**src/hw/rtl/detector_hit_finder_charge_decode_macros.svh**
```systemverilog
// ----------------------------------------------------------------------------
// Assertion macros for the hit finder with charge decode
// Shared property forms, clocked on the rising edge, disabled in reset.
// ----------------------------------------------------------------------------
`ifndef DETECTOR_HIT_FINDER_CHARGE_DECODE_MACROS_SVH
`define DETECTOR_HIT_FINDER_CHARGE_DECODE_MACROS_SVH

// Consequent checked in the same cycle as the antecedent
`define DHFCD_ASSERT_SAME(label, clk, rst, ante, cons) \
  label: assert property (@(posedge clk) disable iff (rst) (ante) |-> (cons)) \
    else $error("hit finder assertion failed");

// Consequent checked in the cycle after the antecedent
`define DHFCD_ASSERT_NEXT(label, clk, rst, ante, cons) \
  label: assert property (@(posedge clk) disable iff (rst) (ante) |=> (cons)) \
    else $error("hit finder assertion failed");

`endif

```
**src/hw/rtl/dhfcd_pkg.sv**
```systemverilog
// ----------------------------------------------------------------------------
// dhfcd_pkg
// Widths, limits and charge decode functions for the hit finder.
// ----------------------------------------------------------------------------
package dhfcd_pkg;

  localparam int NUM_CHANNELS_DEF = 64;

  localparam int CHAN_W   = 6;
  localparam int WORD_W   = 14;
  localparam int TIME_W   = 6;
  localparam int CHARGE_W = 8;
  localparam int PED_W    = 8;
  localparam int DEC_W    = 10;  // largest decoded charge is 952
  localparam int SUM_W    = 12;  // largest sum of three is 2520
  localparam int AMP_W    = 13;
  localparam int CNT_W    = 9;   // holds a channel count up to 256

  localparam logic [TIME_W-1:0] TIME_LIMIT = 6'd50;

  // Expand a compressed charge: mantissa shifted by segment plus segment base
  function automatic logic [DEC_W-1:0] decode_lead(input logic [CHARGE_W-1:0] c);
    logic [DEC_W-1:0] base;
    case (c[7:6])
      2'd0:    base = 10'd0;
      2'd1:    base = 10'd16;
      2'd2:    base = 10'd48;
      2'd3:    base = 10'd112;
      default: base = 10'd0;
    endcase
    return (DEC_W'(c[5:0]) << c[7:6]) + base;
  endfunction

  function automatic logic [DEC_W-1:0] decode_tail(input logic [CHARGE_W-1:0] c);
    logic [DEC_W-1:0] base;
    case (c[7:6])
      2'd0:    base = 10'd0;
      2'd1:    base = 10'd64;
      2'd2:    base = 10'd192;
      2'd3:    base = 10'd448;
      default: base = 10'd0;
    endcase
    return (DEC_W'(c[5:0]) << c[7:6]) + base;
  endfunction

endpackage

```
**src/hw/rtl/detector_hit_finder_charge_decode.sv**
```systemverilog
// ----------------------------------------------------------------------------
// detector_hit_finder_charge_decode: per-channel hit finder with charge decode
// Done follows each accepted start beat; one beat accepted every cycle outside reset.
// Three registered stages (select, decode, sum) lie between start and done; busy is high only in rst.
// Synchronous reset clears the stage valid bits and done; outside reset no result is lost or repeated.
// ----------------------------------------------------------------------------
`include "detector_hit_finder_charge_decode_macros.svh"

module detector_hit_finder_charge_decode #(
  parameter int NUM_CHANNELS = dhfcd_pkg::NUM_CHANNELS_DEF
) (
  input  logic                                clk,
  input  logic                                rst,
  input  logic                                start,
  output logic                                busy,
  input  logic [dhfcd_pkg::CHAN_W-1:0]        channel,
  input  logic [dhfcd_pkg::WORD_W-1:0]        word_zero,
  input  logic [dhfcd_pkg::WORD_W-1:0]        word_one,
  input  logic [dhfcd_pkg::WORD_W-1:0]        word_two,
  input  logic [dhfcd_pkg::WORD_W-1:0]        word_three,
  input  logic [dhfcd_pkg::WORD_W-1:0]        word_four,
  input  logic [dhfcd_pkg::PED_W-1:0]         pedestal,
  output logic                                done,
  output logic                                hit_found,
  output logic [dhfcd_pkg::CHAN_W-1:0]        hit_channel,
  output logic [dhfcd_pkg::TIME_W-1:0]        hit_time,
  output logic signed [dhfcd_pkg::AMP_W-1:0]  amplitude
);

  localparam logic [dhfcd_pkg::CNT_W-1:0] NumChan = dhfcd_pkg::CNT_W'(NUM_CHANNELS);

  // Stage 1: select triggering word and its two followers
  logic                             s1_valid;
  logic                             s1_found;
  logic [dhfcd_pkg::CHAN_W-1:0]     s1_channel;
  logic [dhfcd_pkg::TIME_W-1:0]     s1_time;
  logic [dhfcd_pkg::PED_W-1:0]      s1_ped;
  logic [dhfcd_pkg::CHARGE_W-1:0]   s1_lead;
  logic [dhfcd_pkg::CHARGE_W-1:0]   s1_tail_a;
  logic [dhfcd_pkg::CHARGE_W-1:0]   s1_tail_b;

  // Stage 2: decoded charges
  logic                             s2_valid;
  logic                             s2_found;
  logic [dhfcd_pkg::CHAN_W-1:0]     s2_channel;
  logic [dhfcd_pkg::TIME_W-1:0]     s2_time;
  logic [dhfcd_pkg::PED_W-1:0]      s2_ped;
  logic [dhfcd_pkg::DEC_W-1:0]      s2_lead;
  logic [dhfcd_pkg::DEC_W-1:0]      s2_tail_a;
  logic [dhfcd_pkg::DEC_W-1:0]      s2_tail_b;

  logic                             accept;
  logic                             in_range;
  logic [dhfcd_pkg::TIME_W-1:0]     t0, t1, t2;
  logic                             q0, q1, q2;
  logic                             found_next;
  logic [dhfcd_pkg::TIME_W-1:0]     time_next;
  logic [dhfcd_pkg::WORD_W-1:0]     lead_word, tail_a_word, tail_b_word;
  logic [dhfcd_pkg::SUM_W-1:0]      sum;
  logic signed [dhfcd_pkg::AMP_W-1:0] amp_next;

  assign busy   = rst;
  assign accept = start && !busy;

  // Qualify the time of the first three words and check the channel range
  always_comb begin
    t0 = word_zero[dhfcd_pkg::TIME_W-1:0];
    t1 = word_one[dhfcd_pkg::TIME_W-1:0];
    t2 = word_two[dhfcd_pkg::TIME_W-1:0];
    q0 = (t0 != '0) && (t0 < dhfcd_pkg::TIME_LIMIT);
    q1 = (t1 != '0) && (t1 < dhfcd_pkg::TIME_LIMIT);
    q2 = (t2 != '0) && (t2 < dhfcd_pkg::TIME_LIMIT);
    in_range = {{(dhfcd_pkg::CNT_W-dhfcd_pkg::CHAN_W){1'b0}}, channel} < NumChan;
  end

  // Pick the first qualifying position
  always_comb begin
    found_next  = in_range && (q0 || q1 || q2);
    time_next   = '0;
    lead_word   = word_two;
    tail_a_word = word_three;
    tail_b_word = word_four;
    if (q0) begin
      time_next   = t0;
      lead_word   = word_zero;
      tail_a_word = word_one;
      tail_b_word = word_two;
    end else if (q1) begin
      time_next   = t1;
      lead_word   = word_one;
      tail_a_word = word_two;
      tail_b_word = word_three;
    end else if (q2) begin
      time_next   = t2;
    end
    if (!found_next) begin
      time_next = '0;
    end
  end

  // Advance valid bits
  always_ff @(posedge clk) begin
    if (rst) begin
      s1_valid <= 1'b0;
      s2_valid <= 1'b0;
      done     <= 1'b0;
    end else begin
      s1_valid <= accept;
      s2_valid <= s1_valid;
      done     <= s2_valid;
    end
  end

  // Stage 1 payload
  always_ff @(posedge clk) begin
    s1_found   <= found_next;
    s1_channel <= found_next ? channel : '0;
    s1_time    <= time_next;
    s1_ped     <= pedestal;
    s1_lead    <= lead_word[dhfcd_pkg::WORD_W-1:dhfcd_pkg::TIME_W];
    s1_tail_a  <= tail_a_word[dhfcd_pkg::WORD_W-1:dhfcd_pkg::TIME_W];
    s1_tail_b  <= tail_b_word[dhfcd_pkg::WORD_W-1:dhfcd_pkg::TIME_W];
  end

  // Stage 2 payload: expand the three charges
  always_ff @(posedge clk) begin
    s2_found   <= s1_found;
    s2_channel <= s1_channel;
    s2_time    <= s1_time;
    s2_ped     <= s1_ped;
    s2_lead    <= dhfcd_pkg::decode_lead(s1_lead);
    s2_tail_a  <= dhfcd_pkg::decode_tail(s1_tail_a);
    s2_tail_b  <= dhfcd_pkg::decode_tail(s1_tail_b);
  end

  // Sum the charges and drop the pedestal
  always_comb begin
    sum = dhfcd_pkg::SUM_W'(s2_lead) + dhfcd_pkg::SUM_W'(s2_tail_a)
        + dhfcd_pkg::SUM_W'(s2_tail_b);
    amp_next = signed'({1'b0, sum})
             - signed'(dhfcd_pkg::AMP_W'(s2_ped));
  end

  // Stage 3: result registers
  always_ff @(posedge clk) begin
    hit_found   <= s2_found;
    hit_channel <= s2_channel;
    hit_time    <= s2_time;
    amplitude   <= s2_found ? amp_next : '0;
  end

  // Checks
  `DHFCD_ASSERT_SAME(a_latency, clk, rst, accept, ##3 done)
  `DHFCD_ASSERT_SAME(a_no_hit_zero, clk, rst, done && !hit_found, (hit_time == '0) && (amplitude == '0) && (hit_channel == '0))
  `DHFCD_ASSERT_SAME(a_hit_time, clk, rst, done && hit_found, (hit_time != '0) && (hit_time < dhfcd_pkg::TIME_LIMIT))
  `DHFCD_ASSERT_SAME(a_amp_range, clk, rst, done && hit_found, (amplitude >= -13'sd255) && (amplitude <= 13'sd2520))
  `DHFCD_ASSERT_NEXT(a_done_source, clk, rst, !s2_valid, !done)

endmodule
```
**config.mk**
```make
export PLATFORM = sky130hd
export DESIGN_NAME = detector_hit_finder_charge_decode
export DESIGN_NICKNAME = d
export VERILOG_FILES = /design/src/hw/rtl/dhfcd_pkg.sv /design/src/hw/rtl/detector_hit_finder_charge_decode.sv
export VERILOG_INCLUDE_DIRS = /design/src /design/src/hw/rtl
export SDC_FILE = /design/constraint.sdc
export NUM_CORES = 1
export LEC_CHECK = 0
export BUFFER_PORTS_ARGS = -buffer_cell sky130_fd_sc_hd__buf_2
export CAP_MARGIN = 10
export CORE_ASPECT_RATIO = 0.5
export CORE_MARGIN = 2
export CORE_UTILIZATION = 40
export DETAILED_ROUTE_END_ITERATION = 8
export GPL_ROUTABILITY_DRIVEN = 0
export PLACE_DENSITY = 0.58
export RECOVER_POWER = 50
export SETUP_SLACK_MARGIN = 0.3
export SLEW_MARGIN = 20
export SYNTH_ARGS = -nofsm -noshare
export SYNTH_HDL_FRONTEND = slang
export SYNTH_SLANG_ARGS = --single-unit
```
**constraint.sdc**
```tcl
create_clock -name clk -period 4.18 [get_ports clk]
set_input_delay 0.418 -clock clk [delete_from_list [all_inputs] [get_ports clk]]
set_output_delay 0.418 -clock clk [all_outputs]
set_load 0.02 [all_outputs]
```
# [Word-level counts from Yosys, hierarchy flattened]
# Index checks and enable logic that the tools add are counted.
# W data, S select, Z words.
[word_totals] output_inout_bits=28 ramBits=0 memories=0 latchBits=0 input_bits=87 ff_bits=125 elab_cells=67 rom_bits=0
[op_classes] n_mul=0 muxes=12 eq_ne=9 n_div=0 n_reduce_logical=13 bitwise_logic=0 shifts=3 magnitude_cmp=3 n_addsub=6
[op_table] cell="$pmux W10 S4" count=3
[op_table] cell="$mux W14" count=6
[op_table] cell="$add A10 B10 Y10" count=3
[op_table] cell="$shl A6 B2 Y10" count=3
[op_table] cell="$lt A6 B6 Y1 const B" count=3
[op_table] cell="$mux W6" count=3
[op_table] cell="$reduce_bool A6 Y1" count=3
[op_table] cell="$sub A12 B8 Y13" count=1
[op_table] cell="$add A11 B10 Y12" count=1
[op_table] cell="$eq A2 B2 Y1 const B" count=6
[op_table] cell="$add A10 B10 Y11" count=1
[op_table] cell="$eq A2 B1 Y1 const B" count=3
[op_table] cell="$logic_not A2 Y1" count=3
[op_table] cell="$logic_and A1 B1 Y1" count=4
[op_table] cell="$logic_or A1 B1 Y1" count=2
[op_table] cell="$logic_not A1 Y1" count=1

# [Depth between registers and ports, before layout]
[depth] word_depth=5 mapped_depth=12 ltp_nobuf=12

# [Least setup slack after synthesis]
# Ideal clock, no wire load.
[synth_timing] path_type="register to register" from="register s2_ped[1] (netlist name)" to="register amplitude[11] (netlist name)" arrival_ns=2.967 synth_period_minus_slack_ns=3.039 path_buffers=0 required_ns=4.108 setup_time_ns=0.072 slack_ns=1.141 path_stages_with_launch=13 cell_sequence="dfxtp_1 inv_1 fa_1 inv_1 fa_1 inv_1 ha_1 fa_1 a211oi_1 o21ba_2 o21ai_0 a21oi_1 mux2i_1"
[synth_via] elab_chain_len=1
[synth_lines] item="start: declaration" line="detector_hit_finder_charge_decode.sv:47" text="logic [dhfcd_pkg::PED_W-1:0] s2_ped;"
[synth_lines] item="start signal: assignment" line="detector_hit_finder_charge_decode.sv:130" text="s2_ped <= s1_ped;"
[synth_lines] item="$sub A12 B8 Y13" line="detector_hit_finder_charge_decode.sv:141" text="- signed'(dhfcd_pkg::AMP_W'(s2_ped));"
[synth_lines] item="end signal: assignment" line="detector_hit_finder_charge_decode.sv:149" text="amplitude <= s2_found ? amp_next : '0;"
[synth_lines] item="end: declaration" line="detector_hit_finder_charge_decode.sv:27" text="output logic signed [dhfcd_pkg::AMP_W-1:0] amplitude"
# Every way passes these cells.
# A chain may end at the register's enable or synchronous reset.

# [Worst setup path after layout]
# Same ends and word-level chain as after synthesis.

==> summary.txt <==
Status
  • Outcome: finished clean

Drt
  • Drt first pass iters: 5
  • Routed vias/inst: 4.425
  • Post-route ant nets: 0
  • DRT iter0 DRCs: 100
  • Via count: 3553
  • Residual DRC count: 0
  • WL per Instance: around 12 µm
  • Final wirelength: 10.03 mm

Worst setup path
  • Reg2Reg Setup Slack: 950 ps
  • Worst setup EP type: flip-flop
  • Setup CP Type: flip-flop to flip-flop
  • Worst setup path startpoint: s2_ped[1]
  • Cell depth of the worst flop-to-flop path: 12
  • Worst EP arrival: around 3600 ps
  • Worst Path Max Fanout: 3
  • Crit path launch type: flip-flop
  • R2r startpoint: s2_ped[1]
  • Worst Setup EP: amplitude[11]
  • CP Data Required Time: 4520 ps
  • R2R Path End: amplitude[11]

CTS
  • Setup Buffers After CTS: 0
  • Clk_lat worst skew: approximately 410 ps
  • H-tree levels: 4
  • Post-cts repair resize count: 0
  • CTS Buf Count: 17
  • Cts hold-fix bufs: 0
  • CTS tree: yes
  • Reg clk slew, reported paths: 60 ps
  • Clock root buffer: clkbuf_16
  • Clock buffer depth: 2
  • Clock sinks: approximately 130

Synthesis
  • Biggest area consumer among synthesized cells: dfxtp_1
  • Seq/Total Area, Yosys: 47.33%
  • Dominant synthesized flop cell: dfxtp_1
  • Async S/R FF share, synth: 0%
  • Synth Instances: 518
  • Avg Inst Size Synth: about 10 µm²
  • Number of flops mapped to enable cells by yosys: 0
  • Unique cell type count in the Yosys netlist: 46
  • Seq cells post-synth: 125
  • Warnings from Yosys: 0
  • Mapped Nets: 649
  • Mapped cell area: ~0.0053 mm²
  • Yosys top cell area share: 47.33%
  • Top post-synthesis cells by area: dfxtp_1 47%, mux2i_1 8.5%, fa_1 8.0%

GRT
  • Layer with the highest usage: met2
  • Pin count of the biggest net entering global routing: between 50 and 60
  • Global-route wire length before repair: 16.44 mm
  • Total GRT Usage: 14.85%
  • Gr ovfl total: 0
  • Vias in the first global route: approximately 3500
  • Met2 Track Usage GR: ~22%
  • Met1 Usage GRT: 19.36%
  • Antenna violations before repair: 1
  • Met3 GRT Util: 6.343%

Cells and area
  • Fin nets: 750
  • Non-filler cells, final: about 800
  • Area Overhead vs Synth: 22.76%
  • Fillers: 1174
  • Multi-input gate area: 0.002432 mm²
  • Register Area: between 0.002 and 0.003 mm²
  • Final Cell Area: roughly 0.0065 mm²
  • Layout cell share with drive strength beyond 1: 20.41%
  • Finished Core Util: 50.82%

STA
  • Max-slew violation count: 0
  • F_max: 309.5 MHz
  • Final setup fails: 0
  • Clock skew: 7.561 ps
  • Setup TNS: 0 ps
  • RSZ-0062 raised after global routing: no
  • Final hold violation count: 0
  • Pin slew with the least headroom to its limit: 771.4 ps
  • Post-route fraction of the period consumed by the critical path: 77.30%
  • Post-route minimum period: 3231 ps
  • Max_slew headroom: approximately half

Floorplan
  • Die area: 0.01421 mm²
  • Row cnt: 29
  • Chip width: 166.6 µm
  • Initial core utilization: around 41%
  • I/O Pins: 115
  • Core box area: 0.01277 mm²
  • Die Ht: 85.30 µm

Placed design
  • Placed cells: 770
  • Post-DP HPWL: between 7 and 8 mm
  • I/O Buffers: 102
  • Placed instance area: 0.005921 mm²

Job
  • Max-Cap Viols: 0

Power
  • Total chip power: 4.488 mW
  • Peak VDD IR: approximately 420 µV
  • Pwr Density: 691.4 mW/mm²
  • P_leak: roughly 3.2 nW

Worst hold path
  • Worst Hold Depth: 1
  • Hold Crit Class: primary input to flip-flop
-- critical path: stages (launching register included) --
cell      delay [ps]
dfxtp_1          300
inv_1             50
fa_1             540
inv_1             60
fa_1             490
inv_1             40
ha_1             230
fa_1             440
a211oi_1         360
o21ba_2          220
o21ai_0           80
a21oi_1          190
mux2i_1          190
-- synthesized netlist by cell type, types with 10 or more instances --
library cell / number
clkbuf_1: 10
and2_1: 11
a21o_1: 11
a21oi_1: 14
nor2_1: 16
fa_1: 21
nand2_1: 49
ha_1: 23
mux2i_1: 45
inv_1: 66
nor2b_1: 11
dfxtp_1: 125
o21ai_0: 40
-- worst min path at each step --
stage	start	endpoint	slack (ps)
final	pedestal[1]	s1_ped[1]	110
after global routing	pedestal[0]	s1_ped[0]	80
after CTS	pedestal[0]	s1_ped[0]	90
after detailed placement	s2_channel[5]	hit_channel[5]	310
after global placement	s1_channel[2]	s2_channel[2]	310
after floorplan	s2_channel[0]	hit_channel[0]	310
-- metal layers --
layer,vias to the layer above,wire [µm]
met3,11,712
met4,0,115
li1,1904,-
met5,-,0
met1,1562,5064
met2,76,4134
-- layout make-up --
cell class	count	share of cell area, %
diodes	1	0.03855
clock buffers	19	6.978
clock inverters	13	2.178
inverters	66	3.817
multi-input cells	305	37.47
flip-flops and latches	125	38.55
well taps	170	3.277
repair buffers	104	7.691
-- where the power goes --
part           total [mW]  leakage (nW)  switching [mW]  internal [mW]
Combinational        1.57          1.89           0.849          0.724
Clock                1.44         0.274           0.532          0.909
Sequential           1.47          1.05          0.0791           1.39
-- cells in the final DEF (no fill, tap or decap), types with 5 or more instances in the layout --
master	netlist	layout
nand2_1	49	49
buf_2	4	81
fa_1	21	21
xor2_1	5	5
mux2i_1	45	45
nor2b_1	11	11
nor2_1	16	16
o21ai_0	40	40
clkbuf_1	10	21
dfxtp_1	125	125
clkbuf_16	0	17
a21oi_1	14	14
ha_1	23	23
and2_1	11	11
a21o_1	11	11
clkinvlp_4	0	6
inv_1	66	66
-- sequential cells by signal (all words and copies together) (netlist names) --
| register | cells |
|---|---|
| s1_time | 6 |
| s2_time | 6 |
| s1_ped | 8 |
| s1_found | 1 |
| s2_lead | 10 |
| s1_valid | 1 |
| done | 1 |
| s1_lead | 8 |
| s2_ped | 8 |
| s2_channel | 6 |
| s2_tail_a | 10 |
| s1_channel | 6 |
| s2_tail_b | 10 |
| s1_tail_a | 8 |
| hit_time | 6 |
| hit_found | 1 |
| s2_valid | 1 |
| hit_channel | 6 |
| s2_found | 1 |
| amplitude | 13 |
| s1_tail_b | 8 |
-- metrics by stage --
| step | hold WS [ps] | worst slack (ps) |
|---|---|---|
| after floorplan | 309.6 | 1141 |
| after global placement | 309.9 | 943.5 |
| after detailed placement | 312.1 | 919.8 |
| after CTS | 90.13 | 915.7 |
| after global routing | 84.29 | 807.1 |
| final | 111.7 | 948.7 |
-- cells by family after synthesis --
group	count (synthesis)	synth area share, %
AO/OA/AOI/OAI	95	11.81
XOR/XNOR	9	1.491
adder cells (fa/ha/maj)	44	13.39
buffers and inverters	88	6.673
flip-flops	125	47.33
multiplexers	48	9.158
AND/OR/NAND/NOR	109	10.15
No activity file was read; power rests on OpenSTA's default activity.
